`config.mk`:
```
export PLATFORM = sky130hd
export DESIGN_NAME = neighbour_table_insert_core_flat
export DESIGN_NICKNAME = d
export VERILOG_FILES = /design/src/hw/rtl/nti_pkg.sv /design/src/hw/rtl/nti_if.sv /design/src/hw/rtl/nti_ram.sv /design/src/hw/rtl/neighbour_table_insert_core.sv /design/src/flat_wrapper.sv
export SDC_FILE = /design/constraint.sdc
export NUM_CORES = 1
export LEC_CHECK = 0
export BUFFER_PORTS_ARGS = -buffer_cell sky130_fd_sc_hd__buf_4
export CAP_MARGIN = 10
export CORE_MARGIN = 5
export CORE_UTILIZATION = 54
export DETAILED_ROUTE_END_ITERATION = 12
export GPL_TIMING_DRIVEN = 0
export PLACE_DENSITY = 0.77
export SLEW_MARGIN = 20
export SYNTH_ARGS = -nofsm -noshare
export SYNTH_HDL_FRONTEND = slang
export SYNTH_HIERARCHICAL = 1
export SYNTH_SLANG_ARGS = --single-unit
```
`constraint.sdc`:
```
create_clock -name clock -period 4.35 [get_ports clock]
set_clock_uncertainty 0.2 [all_clocks]
set_input_delay 0.435 -clock clock [delete_from_list [all_inputs] [get_ports clock]]
set_output_delay 0.435 -clock clock [all_outputs]
set_load 0.005 [all_outputs]
```
`src/hw/rtl/nti_pkg.sv`:
```
// Shared types and codes of the neighbour table insert core
package nti_pkg;

   localparam int FUNC_W   = 2;
   localparam int MSG_W    = 8;
   localparam int ADDR_W   = 16;
   localparam int RSSI_W   = 8;
   localparam int INDEX_W  = 6;
   localparam int STATUS_W = 3;
   localparam int COUNT_W  = 7;

   typedef logic [FUNC_W-1:0]          func_type;
   typedef logic [MSG_W-1:0]           msg_type_type;
   typedef logic [ADDR_W-1:0]          addr_type;
   typedef logic signed [RSSI_W-1:0]   rssi_type;
   typedef logic [INDEX_W-1:0]         index_type;
   typedef logic [STATUS_W-1:0]        status_type;
   typedef logic [COUNT_W-1:0]         count_type;

   localparam func_type FUNC_MESSAGE = 2'd0;
   localparam func_type FUNC_CLEAR   = 2'd1;
   localparam func_type FUNC_READ    = 2'd2;

   localparam msg_type_type MT_HELLO     = 8'd1;
   localparam msg_type_type MT_HELLO_ACK = 8'd2;

   localparam status_type STATUS_ADDED     = 3'd0;
   localparam status_type STATUS_KNOWN     = 3'd1;
   localparam status_type STATUS_FULL      = 3'd2;
   localparam status_type STATUS_WEAK      = 3'd3;
   localparam status_type STATUS_IGNORED   = 3'd4;
   localparam status_type STATUS_CLEARED   = 3'd5;
   localparam status_type STATUS_READ_OK   = 3'd6;
   localparam status_type STATUS_BAD_INDEX = 3'd7;

   localparam rssi_type THRESHOLD_RESET = -8'sd70;

endpackage

```
`src/hw/rtl/nti_if.sv`:
```
// Request and response channel interfaces of the neighbour table insert core
interface nti_req_if;
   logic                      valid;
   logic                      ready;
   nti_pkg::func_type         func;
   nti_pkg::msg_type_type     msg_type;
   nti_pkg::addr_type         sender_addr;
   nti_pkg::rssi_type         signal_strength;
   nti_pkg::index_type        entry_index;

   modport source (output valid, func, msg_type, sender_addr, signal_strength, entry_index,
                   input ready);
   modport sink   (input valid, func, msg_type, sender_addr, signal_strength, entry_index,
                   output ready);
endinterface

interface nti_rsp_if;
   logic                      valid;
   logic                      ready;
   nti_pkg::status_type       status;
   logic                      send_ack;
   nti_pkg::addr_type         ack_addr;
   nti_pkg::addr_type         read_addr;
   nti_pkg::count_type        neighbour_count;

   modport source (output valid, status, send_ack, ack_addr, read_addr, neighbour_count,
                   input ready);
   modport sink   (input valid, status, send_ack, ack_addr, read_addr, neighbour_count,
                   output ready);
endinterface

```
`src/hw/rtl/nti_ram.sv`:
```
// Generic single-write, single-read RAM with registered read data
module nti_ram #(
   parameter int WIDTH = 16,
   parameter int DEPTH = 64
) (
   input  logic                                       clock,
   input  logic                                       wr_en,
   input  logic [(DEPTH > 1 ? $clog2(DEPTH) : 1)-1:0] wr_addr,
   input  logic [WIDTH-1:0]                           wr_data,
   input  logic [(DEPTH > 1 ? $clog2(DEPTH) : 1)-1:0] rd_addr,
   output logic [WIDTH-1:0]                           rd_data
);

   logic [WIDTH-1:0] mem_ff [DEPTH];
   logic [WIDTH-1:0] rd_data_ff;

   always_ff @(posedge clock) begin
      if (wr_en) begin
         mem_ff[wr_addr] <= wr_data;
      end
      rd_data_ff <= mem_ff[rd_addr];
   end

   assign rd_data = rd_data_ff;

endmodule

```
`src/hw/rtl/neighbour_table_insert_core.sv`:
```
// Neighbour table insert core: top level with sequencer, count and result register
//
//  channel    dir  handshake        payload
//  req_bus    in   valid / ready    func, msg_type, sender_addr, signal_strength, entry_index
//  rsp_bus    out  valid / ready    status, send_ack, ack_addr, read_addr, neighbour_count
//  csr_*      in   write enable     signal_threshold (signed 8 bit)
//
// A beat that searches the table steps through ST_SEARCH up to the result register: the
// search reads one entry a cycle through the single RAM read port, one compare per entry.
// Reads pass ST_RD_ADDR, ST_RD_DATA; others go to ST_RESULT. One beat is in work at a time.
// Reset empties the table by zeroing the count; no clearing pass is needed.
// A finished result waits in the output register while the next beat is taken; it only
// holds the sequencer when the previous response has not yet been taken.
module neighbour_table_insert_core #(
   parameter int TABLE_DEPTH = 64
) (
   input  logic                    clock,
   input  logic                    reset,
   nti_req_if.sink                 req_bus,
   nti_rsp_if.source               rsp_bus,
   input  logic                    csr_wr_en,
   input  nti_pkg::rssi_type       csr_wr_data
);

   localparam int AW  = (TABLE_DEPTH > 1) ? $clog2(TABLE_DEPTH) : 1;
   localparam int CW  = $clog2(TABLE_DEPTH + 1);
   localparam int IW  = (CW > nti_pkg::INDEX_W) ? CW : nti_pkg::INDEX_W;
   localparam int NCW = (CW > nti_pkg::COUNT_W) ? CW : nti_pkg::COUNT_W;

   typedef enum logic [4:0] {
      ST_IDLE    = 5'b00001,
      ST_SEARCH  = 5'b00010,
      ST_RD_ADDR = 5'b00100,
      ST_RD_DATA = 5'b01000,
      ST_RESULT  = 5'b10000
   } state_type;

   state_type              state_ff, state_in;
   logic [CW-1:0]          count_ff, count_in;
   logic [CW-1:0]          ptr_ff, ptr_in;
   logic                   cmp_vld_ff, cmp_vld_in;
   nti_pkg::rssi_type      thr_ff, thr_in;
   nti_pkg::addr_type      key_ff, key_in;
   logic                   hello_ff, hello_in;
   nti_pkg::index_type     idx_ff, idx_in;
   nti_pkg::status_type    res_status_ff, res_status_in;
   logic                   res_ack_ff, res_ack_in;
   nti_pkg::addr_type      res_read_ff, res_read_in;

   logic                   rsp_valid_ff, rsp_valid_in;
   nti_pkg::status_type    rsp_status_ff, rsp_status_in;
   logic                   rsp_ack_ff, rsp_ack_in;
   nti_pkg::addr_type      rsp_ack_addr_ff, rsp_ack_addr_in;
   nti_pkg::addr_type      rsp_read_ff, rsp_read_in;
   nti_pkg::count_type     rsp_count_ff, rsp_count_in;

   logic                   ram_wr_en;
   logic [AW-1:0]          ram_rd_addr;
   nti_pkg::addr_type      ram_rd_data;
   logic                   match;
   logic [IW-1:0]          req_idx_w, idx_w, count_iw;
   logic [NCW-1:0]         count_nw;

   nti_ram #(
      .WIDTH (nti_pkg::ADDR_W),
      .DEPTH (TABLE_DEPTH)
   ) u_table (
      .clock   (clock),
      .wr_en   (ram_wr_en),
      .wr_addr (count_ff[AW-1:0]),
      .wr_data (key_ff),
      .rd_addr (ram_rd_addr),
      .rd_data (ram_rd_data)
   );

   assign req_idx_w   = IW'(req_bus.entry_index);
   assign idx_w       = IW'(idx_ff);
   assign count_iw    = IW'(count_ff);
   assign count_nw    = NCW'(count_ff);
   assign ram_rd_addr = (state_ff == ST_SEARCH) ? ptr_ff[AW-1:0] : idx_w[AW-1:0];
   // read data is registered and belongs to the address of the cycle before
   assign match       = cmp_vld_ff && (ram_rd_data == key_ff);

   assign req_bus.ready = (state_ff == ST_IDLE);

   always_comb begin
      state_in        = state_ff;
      count_in        = count_ff;
      ptr_in          = ptr_ff;
      cmp_vld_in      = 1'b0;
      thr_in          = csr_wr_en ? csr_wr_data : thr_ff;
      key_in          = key_ff;
      hello_in        = hello_ff;
      idx_in          = idx_ff;
      res_status_in   = res_status_ff;
      res_ack_in      = res_ack_ff;
      res_read_in     = res_read_ff;
      ram_wr_en       = 1'b0;

      rsp_valid_in    = rsp_valid_ff;
      rsp_status_in   = rsp_status_ff;
      rsp_ack_in      = rsp_ack_ff;
      rsp_ack_addr_in = rsp_ack_addr_ff;
      rsp_read_in     = rsp_read_ff;
      rsp_count_in    = rsp_count_ff;

      if (rsp_valid_ff && rsp_bus.ready) begin
         rsp_valid_in = 1'b0;
      end

      unique case (state_ff)
         ST_IDLE: begin
            if (req_bus.valid) begin
               key_in        = req_bus.sender_addr;
               hello_in      = (req_bus.msg_type == nti_pkg::MT_HELLO);
               idx_in        = req_bus.entry_index;
               ptr_in        = '0;
               res_status_in = nti_pkg::STATUS_IGNORED;
               res_ack_in    = 1'b0;
               res_read_in   = '0;
               state_in      = ST_RESULT;
               unique case (req_bus.func)
                  nti_pkg::FUNC_MESSAGE: begin
                     if (req_bus.msg_type == nti_pkg::MT_HELLO) begin
                        if (req_bus.signal_strength > thr_ff) begin
                           if (req_bus.sender_addr != '0) begin
                              state_in = ST_SEARCH;
                           end
                        end else begin
                           res_status_in = nti_pkg::STATUS_WEAK;
                        end
                     end else if (req_bus.msg_type == nti_pkg::MT_HELLO_ACK) begin
                        if (req_bus.sender_addr != '0) begin
                           state_in = ST_SEARCH;
                        end
                     end
                  end
                  nti_pkg::FUNC_CLEAR: begin
                     count_in      = '0;
                     res_status_in = nti_pkg::STATUS_CLEARED;
                  end
                  nti_pkg::FUNC_READ: begin
                     if (req_idx_w < count_iw) begin
                        state_in = ST_RD_ADDR;
                     end else begin
                        res_status_in = nti_pkg::STATUS_BAD_INDEX;
                     end
                  end
                  default: begin
                  end
               endcase
            end
         end
         ST_SEARCH: begin
            if (match) begin
               res_status_in = nti_pkg::STATUS_KNOWN;
               state_in      = ST_RESULT;
            end else if (ptr_ff == count_ff) begin
               // every stored entry compared, none equal
               if (count_ff == CW'(TABLE_DEPTH)) begin
                  res_status_in = nti_pkg::STATUS_FULL;
               end else begin
                  ram_wr_en     = 1'b1;
                  count_in      = count_ff + 1'b1;
                  res_status_in = nti_pkg::STATUS_ADDED;
                  res_ack_in    = hello_ff;
               end
               state_in = ST_RESULT;
            end else begin
               ptr_in     = ptr_ff + 1'b1;
               cmp_vld_in = 1'b1;
            end
         end
         ST_RD_ADDR: begin
            state_in = ST_RD_DATA;
         end
         ST_RD_DATA: begin
            res_read_in   = ram_rd_data;
            res_status_in = nti_pkg::STATUS_READ_OK;
            state_in      = ST_RESULT;
         end
         ST_RESULT: begin
            if (!rsp_valid_ff || rsp_bus.ready) begin
               rsp_valid_in    = 1'b1;
               rsp_status_in   = res_status_ff;
               rsp_ack_in      = res_ack_ff;
               rsp_ack_addr_in = res_ack_ff ? key_ff : '0;
               rsp_read_in     = res_read_ff;
               rsp_count_in    = count_nw[nti_pkg::COUNT_W-1:0];
               state_in        = ST_IDLE;
            end
         end
         default: begin
            state_in = ST_IDLE;
         end
      endcase
   end

   always_ff @(posedge clock) begin
      if (reset) begin
         state_ff     <= ST_IDLE;
         count_ff     <= '0;
         rsp_valid_ff <= 1'b0;
         thr_ff       <= nti_pkg::THRESHOLD_RESET;
         cmp_vld_ff   <= 1'b0;
      end else begin
         state_ff     <= state_in;
         count_ff     <= count_in;
         rsp_valid_ff <= rsp_valid_in;
         thr_ff       <= thr_in;
         cmp_vld_ff   <= cmp_vld_in;
      end
   end

   always_ff @(posedge clock) begin
      ptr_ff          <= ptr_in;
      key_ff          <= key_in;
      hello_ff        <= hello_in;
      idx_ff          <= idx_in;
      res_status_ff   <= res_status_in;
      res_ack_ff      <= res_ack_in;
      res_read_ff     <= res_read_in;
      rsp_status_ff   <= rsp_status_in;
      rsp_ack_ff      <= rsp_ack_in;
      rsp_ack_addr_ff <= rsp_ack_addr_in;
      rsp_read_ff     <= rsp_read_in;
      rsp_count_ff    <= rsp_count_in;
   end

   assign rsp_bus.valid           = rsp_valid_ff;
   assign rsp_bus.status          = rsp_status_ff;
   assign rsp_bus.send_ack        = rsp_ack_ff;
   assign rsp_bus.ack_addr        = rsp_ack_addr_ff;
   assign rsp_bus.read_addr       = rsp_read_ff;
   assign rsp_bus.neighbour_count = rsp_count_ff;

`ifndef ASSERT_OFF
   a_count_bound: assert property (@(posedge clock) disable iff (reset)
      count_ff <= CW'(TABLE_DEPTH))
      else $error("neighbour count beyond table depth");

   a_write_room: assert property (@(posedge clock) disable iff (reset)
      ram_wr_en |-> (count_ff < CW'(TABLE_DEPTH)) && (state_ff == ST_SEARCH))
      else $error("table write without room or outside search");

   a_count_step: assert property (@(posedge clock) disable iff (reset)
      (count_ff != $past(count_ff)) |-> ($past(ram_wr_en) || (count_ff == '0)))
      else $error("neighbour count changed without insert or clear");

   a_rsp_load: assert property (@(posedge clock) disable iff (reset)
      $rose(rsp_valid_ff) |-> $past(state_ff == ST_RESULT))
      else $error("response raised outside result state");

   a_ack_added: assert property (@(posedge clock) disable iff (reset)
      (rsp_valid_ff && rsp_ack_ff) |-> (rsp_status_ff == nti_pkg::STATUS_ADDED))
      else $error("acknowledge requested for a beat that added nothing");
`endif

endmodule

```
`src/flat_wrapper.sv`:
```
// flat-port wrapper written by rule: the top's interface ports become plain ports
module neighbour_table_insert_core_flat 
#(
   parameter int TABLE_DEPTH = 64
)
  (clock, reset, csr_wr_en, csr_wr_data, req_bus_valid, req_bus_func, req_bus_msg_type, req_bus_sender_addr, req_bus_signal_strength, req_bus_entry_index, req_bus_ready, rsp_bus_valid, rsp_bus_status, rsp_bus_send_ack, rsp_bus_ack_addr, rsp_bus_read_addr, rsp_bus_neighbour_count, rsp_bus_ready);
  nti_req_if req_bus_i ();
  nti_rsp_if rsp_bus_i ();
  input  logic clock;
  input  logic reset;
  input  logic csr_wr_en;
  input  nti_pkg::rssi_type csr_wr_data;
  input wire logic [$bits(req_bus_i.valid)-1:0] req_bus_valid;
  input wire logic [$bits(req_bus_i.func)-1:0] req_bus_func;
  input wire logic [$bits(req_bus_i.msg_type)-1:0] req_bus_msg_type;
  input wire logic [$bits(req_bus_i.sender_addr)-1:0] req_bus_sender_addr;
  input wire logic [$bits(req_bus_i.signal_strength)-1:0] req_bus_signal_strength;
  input wire logic [$bits(req_bus_i.entry_index)-1:0] req_bus_entry_index;
  output wire logic [$bits(req_bus_i.ready)-1:0] req_bus_ready;
  output wire logic [$bits(rsp_bus_i.valid)-1:0] rsp_bus_valid;
  output wire logic [$bits(rsp_bus_i.status)-1:0] rsp_bus_status;
  output wire logic [$bits(rsp_bus_i.send_ack)-1:0] rsp_bus_send_ack;
  output wire logic [$bits(rsp_bus_i.ack_addr)-1:0] rsp_bus_ack_addr;
  output wire logic [$bits(rsp_bus_i.read_addr)-1:0] rsp_bus_read_addr;
  output wire logic [$bits(rsp_bus_i.neighbour_count)-1:0] rsp_bus_neighbour_count;
  input wire logic [$bits(rsp_bus_i.ready)-1:0] rsp_bus_ready;
  assign req_bus_i.valid = req_bus_valid;
  assign req_bus_i.func = req_bus_func;
  assign req_bus_i.msg_type = req_bus_msg_type;
  assign req_bus_i.sender_addr = req_bus_sender_addr;
  assign req_bus_i.signal_strength = req_bus_signal_strength;
  assign req_bus_i.entry_index = req_bus_entry_index;
  assign req_bus_ready = req_bus_i.ready;
  assign rsp_bus_valid = rsp_bus_i.valid;
  assign rsp_bus_status = rsp_bus_i.status;
  assign rsp_bus_send_ack = rsp_bus_i.send_ack;
  assign rsp_bus_ack_addr = rsp_bus_i.ack_addr;
  assign rsp_bus_read_addr = rsp_bus_i.read_addr;
  assign rsp_bus_neighbour_count = rsp_bus_i.neighbour_count;
  assign rsp_bus_i.ready = rsp_bus_ready;
  neighbour_table_insert_core #(.TABLE_DEPTH(TABLE_DEPTH)) u_core (.clock(clock), .reset(reset), .req_bus(req_bus_i), .rsp_bus(rsp_bus_i), .csr_wr_en(csr_wr_en), .csr_wr_data(csr_wr_data));
endmodule
```
# Yosys cells after proc, flatten, opt, wreduce, memory -nomap -nowiden
# Memories as Yosys holds them, arrays and structs flattened. A register that Yosys moved wholly into a read port is not among the register bits.
# Cells that the tools add are included.
[totals] register_bits=115 output_inout_bits=45 ram_bits=1024 wordCells=109 inputBits=53 mem_count=1
[op_classes] add_sub_neg=2 n_bitwise=1 n_reduce_logical=18 order_cmp=2 mux=48 eq_ne=20
[mem_list] name="u_core.u_table.mem_ff" words=64 width=16 rd=1 rd_clocked_by_memory_dff=1 write_ports=1 line="nti_ram.sv:14" source="logic [WIDTH-1:0] mem_ff [DEPTH];"
[ops] cell="7-bit two-way mux" n=8
[ops] cell="5-bit two-way mux" n=9
[ops] cell="16-bit one-hot mux with 2 select lines" n=1
[ops] cell="7-bit one-hot mux with 2 select lines" n=2
[ops] cell="5-bit one-hot mux with 5 select lines" n=1
[ops] cell="3-bit one-hot mux with 3 select lines" n=2
[ops] cell="16-bit equality test" n=1
[ops] cell="16-bit two-way mux" n=1
[ops] cell="16-bit nonzero test" n=1
[ops] cell="3-bit two-way mux" n=5
[ops] cell="7-bit by 1-bit adder with 7-bit output, second input constant" n=2
[ops] cell="1-bit two-way mux" n=14
[ops] cell="2-bit != test, second input constant" n=5
[ops] cell="5-bit one-hot mux with 2 select lines" n=1
[ops] cell="8-bit by 1-bit equality test with 1-bit output, second input constant" n=1
[ops] cell="8-bit by 2-bit equality test with 1-bit output, second input constant" n=1
[ops] cell="8-bit > comparator" n=1
[ops] cell="7-bit equality test" n=1
[ops] cell="7-bit equality test, second input constant" n=1
[ops] cell="6-bit by 7-bit less-than comparator with 1-bit output" n=1
[ops] cell="6-bit two-way mux" n=1
[ops] cell="2-bit AND reduction" n=3
[ops] cell="3-bit AND reduction" n=2
[ops] cell="6-bit AND reduction" n=1
[ops] cell="other kinds (21)" n=25

# Logic depth before layout (Yosys ltp)
# Gate-level depths: netlist of the first run.
[depth] word_depth=7 ltp_mapped=16 ltp_nobuf=9

# Hierarchy
# Netlist of the first run, hierarchy kept.
[by_module_without_submodules] module="nti_ram" area_per_inst_um2=40042.2 n_inst=1 seq_area_each_um2=31069.8 cells_each=1829
[by_module_without_submodules] module="neighbour_table_insert_core" area_per_inst_um2=5014.8 n_inst=1 seq_area_each_um2=3233.1 cells_each=399

# Worst setup path after synthesis of the first run
# OpenSTA, ideal clock, no wires.
[synth_timing] path_type="register to register" start="register u_core.key_ff[2]" end="memory u_core.u_table.mem_ff[49][0], enable pin" t_required_ps=3741 setup_time_ps=409 slack_ps=141 stages_incl_launch_ff=9 arrival_ps=3599 cell_sequence="edfxtp_1 > xnor2_1 > nand4_1 > or4_1 > o21ai_0 > nor3_1 > nor2b_1 > nand4_1 > nor3_1"
[synth_via] elab_chain_cells=6
[synth_rtl] element="start, declared" line="neighbour_table_insert_core.sv:43" source="nti_pkg::addr_type key_ff, key_in;"
[synth_rtl] element="start signal, assigned" line="neighbour_table_insert_core.sv:217" source="key_ff <= key_in;"
[synth_rtl] element="16-bit equality test" line="neighbour_table_insert_core.sv:82" source="assign match = cmp_vld_ff && (ram_rd_data == key_ff);"
[synth_rtl] element="1-bit logical AND" line="neighbour_table_insert_core.sv:82"
[synth_rtl] element="1-bit two-way mux" line="neighbour_table_insert_core.sv:155" source="if (match) begin"
[synth_rtl] element="1-bit two-way mux" line="neighbour_table_insert_core.sv:111" source="unique case (state_ff)"
[synth_rtl] element="net u_core.ram_wr_en" line="neighbour_table_insert_core.sv:57" source="logic ram_wr_en;"
[synth_rtl] element="1-bit two-way mux" line="nti_ram.sv:18" source="if (wr_en) begin"
[synth_rtl] element="1-bit two-way mux (implied by the code)" line="nti_ram.sv:19" source="mem_ff[wr_addr] <= wr_data;"
[synth_rtl] element="end, declared" line="nti_ram.sv:14"
# The timed path passes the listed nets, and every way through them passes these cells.

# Worst setup path after layout of the first run
[layout_timing] start="register u_core.key_ff[0]" end="memory u_core.u_table.mem_ff[14][15], enable pin"
# The elaborated chain is that of the path after synthesis.

==> flow_summary.json, run 1 <==
{
  "detailedRoute.firstPassIterationCount": 8,
  "power.share.combinational": 0.069,
  "final.period_utilization": 1.023,
  "ys.flop_type": "sky130_fd_sc_hd__edfxtp_1",
  "synthTopCellsByCount": "sky130_fd_sc_hd__edfxtp_1 (1,117), sky130_fd_sc_hd__mux4_2 (220), sky130_fd_sc_hd__nor2_1 (101)",
  "final_antenna_net_count": 0,
  "slew_at_the_pin_with_the_worst_max_slew_slack_ps": 964.3,
  "netSwitchingFraction": 0.2149,
  "status": "finished with violations",
  "gp_routability_congestion": 1.013,
  "grt_antenna_before_repair": 4,
  "timing.critical_path.slowest_cell_delay_ps": 700,
  "yosysWarnings": 6,
  "drv_cap": 0,
  "area_growth_pct": 18.12,
  "floorplan.io_pins": 98,
  "synth_seq_cells": 1155,
  "switchingPower_uw": 5050,
  "die_h_um": 298.9,
  "wirelength_um": 117300,
  "clock_insertion_delay_worst_skew_ps": 680,
  "cts.clk_slew.worst_paths_ps": 60,
  "timing.final.crit_period_ps": 4450,
  "critical_path.cell_chain": "buf_8 -> xnor2_1 -> nand4_1 -> or4_1 -> o21ai_0 -> nor3_4 -> nor2b_1 -> nand3_2 -> nor2_2 -> buf_6",
  "crit_path_start_kind": "flip-flop",
  "synth_most_common_cell": "sky130_fd_sc_hd__edfxtp_1",
  "tritoncts.num_buffers": 108,
  "min_path_type": "input port to flip-flop",
  "first_iter_violations": 3091,
  "io_buffers": 96,
  "p_int_uw": 18450,
  "yosys-top-cells-area": "sky130_fd_sc_hd__edfxtp_1 (74%), sky130_fd_sc_hd__mux4_2 (11%), sky130_fd_sc_hd__mux2i_1 (2.0%)",
  "drc": 0,
  "core_area_mm2": 0.08316,
  "grt_overflow_total": 0,
  "final_core_utilization": 0.6400,
  "clock-sinks": 1155,
  "final_nets": 2665,
  "power.leakage_uw": 0.01737,
  "hpwlAfterDp_um": 80040,
  "detail_route.wl_per_cell_um": 31.16,
  "slew_viol_final": 0,
  "yosys_top_cell_by_area": "sky130_fd_sc_hd__edfxtp_1",
  "rows": 106,
  "reg2reg_depth": 10,
  "vias": 24521,
  "clockRootBuffer": "sky130_fd_sc_hd__clkbuf_16",
  "share_seq_of_total_power": 0.527,
  "power.density_cell_area_mw_per_mm2": 441.5,
  "grt_setup_unrepaired": "yes",
  "tritoncts": "done",
  "design_power_total_uw": 23490,
  "totalNegativeSetupSlack_ps": -4239,
  "grt_max_degree": 34,
  "worst_ep_required_time_ps": 4530,
  "layout-drive-gt1-share": 0.2969,
  "postSynthAreaPerCell_um2": 20.22,
  "floorplan.initialDensity": 0.5418,
  "grt_first_pass_wirelength_um": 170100,
  "worst_setup_path_end_kind": "flip-flop",
  "post_synth_num_cell_types": 62,
  "setup_viol_count_final": 77,
  "classification_of_the_worst_setup_path": "flip-flop to flip-flop",
  "synth_enable_flop_cells": 1117,
  "grt_pass1_vias": 24986,
  "yosysTopAreaCellShare": 0.7444,
  "critical_path.slowest_cell": "sky130_fd_sc_hd__edfxtp_1",
  "die_area_mm2": 0.08931,
  "report.final.hold_viol_count": 0,
  "detailed_place.area_mm2": 0.04884,
  "crit_fanout": 17,
  "synth_nets": 2301,
  "finish.instance_area_mm2": 0.05322,
  "async_reset_ff_frac": 0,
  "violations": "negative setup slack",
  "peak_vdd_ir_mv": 0.3703,
  "die-width_um": 298.9,
  "detail_route.vias_per_cell": 6.513,
  "synthesized_instance_count": 2228,
  "synth_seq_area_share": 0.7613,
  "hold-path-cell-count": 3,
  "timing.final.ws_setup_ps": -99.54,
  "number_of_h_tree_levels": 3,
  "timing.slew.headroom": 0.3564,
  "clock_group_share_of_total_power": 0.404,
  "synth_cell_area_mm2": 0.04506,
  "timing.critical_path.arrival_ps": 4630,
  "cts.path.max_buffers": 3,
  "fmax_mhz": 224.7,
  "global_routing_usage_summed_across_all_routing_layers": 0.2624
}
-- cells in the final DEF, fill, tap and decap left out, types with 37 or more instances in the layout --
cell type	n
sky130_fd_sc_hd__edfxtp_1	1117
sky130_fd_sc_hd__mux4_2	220
sky130_fd_sc_hd__buf_4	122
sky130_fd_sc_hd__clkbuf_16	114
sky130_fd_sc_hd__nand2_1	91
sky130_fd_sc_hd__mux2i_1	82
sky130_fd_sc_hd__buf_8	64
sky130_fd_sc_hd__clkbuf_1	54
sky130_fd_sc_hd__buf_6	51
sky130_fd_sc_hd__nor2_2	46
sky130_fd_sc_hd__dlygate4sd3_1	42
sky130_fd_sc_hd__a22oi_1	39
sky130_fd_sc_hd__dfxtp_1	38
sky130_fd_sc_hd__nor2_1	37
-- stage by stage --
step / hold WS, ps / cells / setup WS [ps]
6_report: 50.76 / 3765 / -99.54
5_1_grt: 52.07 / 3764 / -196.2
4_1_cts: 14.68 / 3759 / -212.2
3_5_place_dp: 204.5 / 3511 / -646.7
3_3_place_gp: 202.2 / 3404 / -2717
2_1_floorplan: 200.3 / 2228 / 141.4
-- per-layer routing --
metal | routed length (um) | global-route usage | vias up
li1 | - | - | 9852
met1 | 40800 | 0.3356 | 12564
met2 | 56100 | 0.4226 | 1735
met3 | 12910 | 0.06495 | 368
met4 | 7461 | 0.1363 | 2
met5 | 40 | 0 | -
-- timing repair --
item                                    4_1_cts  5_1_grt
resized for setup                            33       23
cloned                                        0        0
endpoints found under the setup margin      826      594
buffers inserted                              4        5
pin swaps                                     1        2
hold buffers                                 42        0
endpoints found under the hold margin        34        0
-- flip-flops by register name (all words and copies together) (netlist names), 8 cells and up --
signal,flops
u_core/rsp_bus.ack_addr,16
u_core/res_read_ff,16
u_core/u_table/mem_ff,1024
u_core/u_table/rd_data,16
u_core/rsp_bus.read_addr,16
u_core/key_ff,16
u_core/thr_ff,8
-- worst max-delay path: cells and delay by family (launching register included) --
family,cells,cell delay [ps]
AO/OA/AOI/OAI,1,190
flip-flops,1,700
XOR/XNOR,1,120
buffers and inverters,2,510
AND/OR/NAND/NOR,6,2410
-- path summary, 6_finish.rpt --
check | from | end | slack [ps]
max reg2reg | u_core/key_ff[0]$_DFFE_PP_ | u_core/u_table/mem_ff[14][15]$_DFFE_PP_ | -100
max | u_core/key_ff[0]$_DFFE_PP_ | u_core/u_table/mem_ff[14][15]$_DFFE_PP_ | -100
min | req_bus_func[1] | u_core/state_ff[2]$_SDFFE_PP0P_ | 50
min reg2reg | u_core/res_read_ff[1]$_SDFFCE_PN0P_ | u_core/rsp_bus.read_addr[1]$_DFFE_PP_ | 220
-- power groups by stage --
stage               clock (uW)  combinational [uW]  sequential [uW]
global route             10100                1670            12400
floorplan                    0                 769            12700
finish                    9500                1620            12400
global placement             0                1160            12800
CTS                       9610                1570            12400
detailed placement           0                1510            12600
-- cells by family after synthesis --
kind of cell	count (synthesis)	share of synthesized area
compound gates	176	0.02810
xor+xnor	32	0.006220
fa+ha+maj	20	0.005554
buf+inv	136	0.01894
flops	1155	0.7613
mux	340	0.1388
simple gates	369	0.04104
-- cell type report --
cell class	count	area [um2]
Clock buffer	142	2998
Clock inverter	60	598.1
Inverter	24	90.09
Antenna cell	1	2.502
Multi-Input combinational cell	937	10290
Buffer	112	783.3
Fill cell	5251	29940
Sequential cell	1155	34300
Timing Repair Buffer	254	2800
Tap cell	1080	1351
(Power assumes the default switching activity.)
==> inputs of run 2 (changes only) <==
Settings changed: RECOVER_POWER from default to 25.
==> run 2 against run 1 <==
Via count is 0.43% lower. Register-to-register slack better by 40 ps. The flow still finishes with violations (negative setup slack). Clock-buffer cell count did not move. Highest routed layer unchanged. Non-clock buffer count unchanged. Final area down 0.57%. Routed wire length is 0.21% lower. Sequential power is essentially flat. First-iteration DRC count grew 1.3%. Critical path depth is the same. Sequential share of layout area increased by 0.37 points.
==> flow_summary.json, run 2 (same netlist as run 1, synthesis figures left out) <==
{
  "status": "finished with violations",
  "violations": "negative setup slack",
  "critical_path.cell_chain": "buf_8 -> xnor2_1 -> nand4_1 -> or4_1 -> o21ai_0 -> nor3_4 -> nor2b_1 -> nand3_2 -> nor2_2 -> buf_6",
  "reg2reg_depth": 10,
  "rows": 106,
  "reg_with_most_ffs": "u_core/u_table/mem_ff",
  "hold-path-cell-count": 3,
  "die-width_um": 298.9,
  "final_antenna_net_count": 0,
  "clock_insertion_delay_worst_skew_ps": 680,
  "power.density_cell_area_mw_per_mm2": 443.1,
  "dp_cells": 3511,
  "global_routing_usage_summed_across_all_routing_layers": 0.2624,
  "pre_cts_ws_ps": -646.7,
  "grt_overflow_total": 0,
  "critical_path.slowest_cell": "sky130_fd_sc_hd__edfxtp_1",
  "min_path_type": "input port to flip-flop",
  "vias": 24416,
  "grt_setup_unrepaired": "yes",
  "grt_antenna_before_repair": 4,
  "clockRootBuffer": "sky130_fd_sc_hd__clkbuf_16",
  "grt_max_degree": 34,
  "final_cell_mix": "sky130_fd_sc_hd__edfxtp_1 (1,117), sky130_fd_sc_hd__mux4_2 (220), sky130_fd_sc_hd__clkbuf_16 (114)",
  "io_buffers": 96,
  "hpwlAfterDp_um": 80040,
  "grt_first_pass_wirelength_um": 170100,
  "worst-path-buf-inv": 2,
  "floorplan.initialDensity": 0.5418,
  "power.leakage_uw": 0.01719,
  "finalNonFillerCells": 3764,
  "crit_fanout": 17,
  "number_of_h_tree_levels": 3,
  "die_area_mm2": 0.08931,
  "slew_viol_final": 0,
  "report.final.hold_viol_count": 0,
  "timing.critical_path.arrival_ps": 4590,
  "die_h_um": 298.9,
  "antenna_cells": 0,
  "tritoncts.num_buffers": 108,
  "timing.critical_path.slowest_cell_delay_ps": 700,
  "core_area_mm2": 0.08316,
  "finish.instance_area_mm2": 0.05292,
  "wirelength_um": 117100,
  "final.period_utilization": 1.014,
  "clock-sinks": 1155,
  "grt_pass1_vias": 24986,
  "area_growth_pct": 17.44,
  "gp_routability_congestion": 1.013,
  "crit_cells": 10,
  "crit_path_start_kind": "flip-flop",
  "first_iter_violations": 3132,
  "slew_at_the_pin_with_the_worst_max_slew_slack_ps": 1338,
  "cts.clk_slew.worst_paths_ps": 60,
  "final_nets": 2665,
  "setup_viol_count_final": 60,
  "classification_of_the_worst_setup_path": "flip-flop to flip-flop",
  "floorplan.io_pins": 98,
  "layout-drive-gt1-share": 0.2854,
  "mostFrequentLayoutCell": "sky130_fd_sc_hd__edfxtp_1",
  "drv_cap": 0,
  "worst_setup_path_end_kind": "flip-flop",
  "crit_family": "simple AND/OR/NAND/NOR gates",
  "drc": 0,
  "hold-worst-slack_ps": 51.73,
  "detail_route.vias_per_cell": 6.487,
  "timing.final.ws_setup_ps": -59.21,
  "peak_vdd_ir_mv": 0.3672,
  "fmax_mhz": 226.8,
  "detailedRoute.firstPassIterationCount": 5,
  "timing.slew.headroom": 0.1078,
  "worst_ep_required_time_ps": 4530,
  "largest_register_ff_count": 1024,
  "tritoncts": "done",
  "detailed_place.area_mm2": 0.04884,
  "detail_route.wl_per_cell_um": 31.10,
  "timing.final.crit_period_ps": 4409,
  "cts.path.max_buffers": 3
}
==> run 2: cell count changes in the layout (fill, tap and decap cells not counted) <==
cell / change
sky130_fd_sc_hd__clkbuf_4: +12
sky130_fd_sc_hd__clkbuf_1: +31
sky130_fd_sc_hd__diode_2: -1
sky130_fd_sc_hd__buf_4: -25
sky130_fd_sc_hd__buf_8: -14
sky130_fd_sc_hd__buf_16: -4
==> run 2: stage by stage <==
stage | total power, uW | util | TNS, ps
after floorplan | 13440 | - | 0
after global placement | 14000 | 0.5667 | -2332850
after detailed placement | 14130 | 0.5874 | -230980
after CTS | 23560 | 0.6381 | -13810
after global routing | 24110 | 0.6363 | -13410
final | 23450 | 0.6363 | -2257
==> run 2: timing repair <==
action                                  4_1_cts  5_1_grt
gates cloned                                  0        0
hold endpoints to repair                     34        0
endpoints found under the setup margin      826      594
pin swaps                                     1        2
hold buffers                                 42        0
resized for setup                            33       23
setup buffers                                 4        5
==> run 2: tightest hold or removal path, stage by stage <==
cell and delay (ps):
sky130_fd_sc_hd__buf_4 100, sky130_fd_sc_hd__ha_1 170, sky130_fd_sc_hd__and4_1 170
==> run 2: final timing paths <==
check | startpoint | endpoint | slack, ps
hold / removal | req_bus_func[1] | u_core/state_ff[2]$_SDFFE_PP0P_ | 50
hold reg to reg | u_core/res_read_ff[1]$_SDFFCE_PN0P_ | u_core/rsp_bus.read_addr[1]$_DFFE_PP_ | 220
setup reg to reg | u_core/key_ff[0]$_DFFE_PP_ | u_core/u_table/mem_ff[14][15]$_DFFE_PP_ | -60
setup / recovery | u_core/key_ff[0]$_DFFE_PP_ | u_core/u_table/mem_ff[14][15]$_DFFE_PP_ | -60
==> run 2: final cells by class <==
class | count | area, um2
clock inverters | 60 | 598.1
fillers | 5298 | 30240
flip-flops and latches | 1155 | 34300
inverters | 24 | 90.09
repair buffers | 254 | 2499
clock buffers | 142 | 2998
well taps | 1080 | 1351
plain buffers | 112 | 783.3
multi-input cells | 937 | 10290
==> run 2: metal layers <==
metal | vias to the layer above | share of wire | GRT usage
li1 | 9862 | - | -
met4 | 2 | 0.062 | 0.1363
met2 | 1713 | 0.48 | 0.4226
met3 | 356 | 0.11 | 0.06495
met5 | - | 0.000068 | 0
met1 | 12483 | 0.35 | 0.3356
==> run 2: where the power goes <==
group	leakage, uW	internal [uW]	switching (uW)
logic	0.00505	604	970
registers	0.0104	12300	73.3
clock network	0.00176	5500	3990
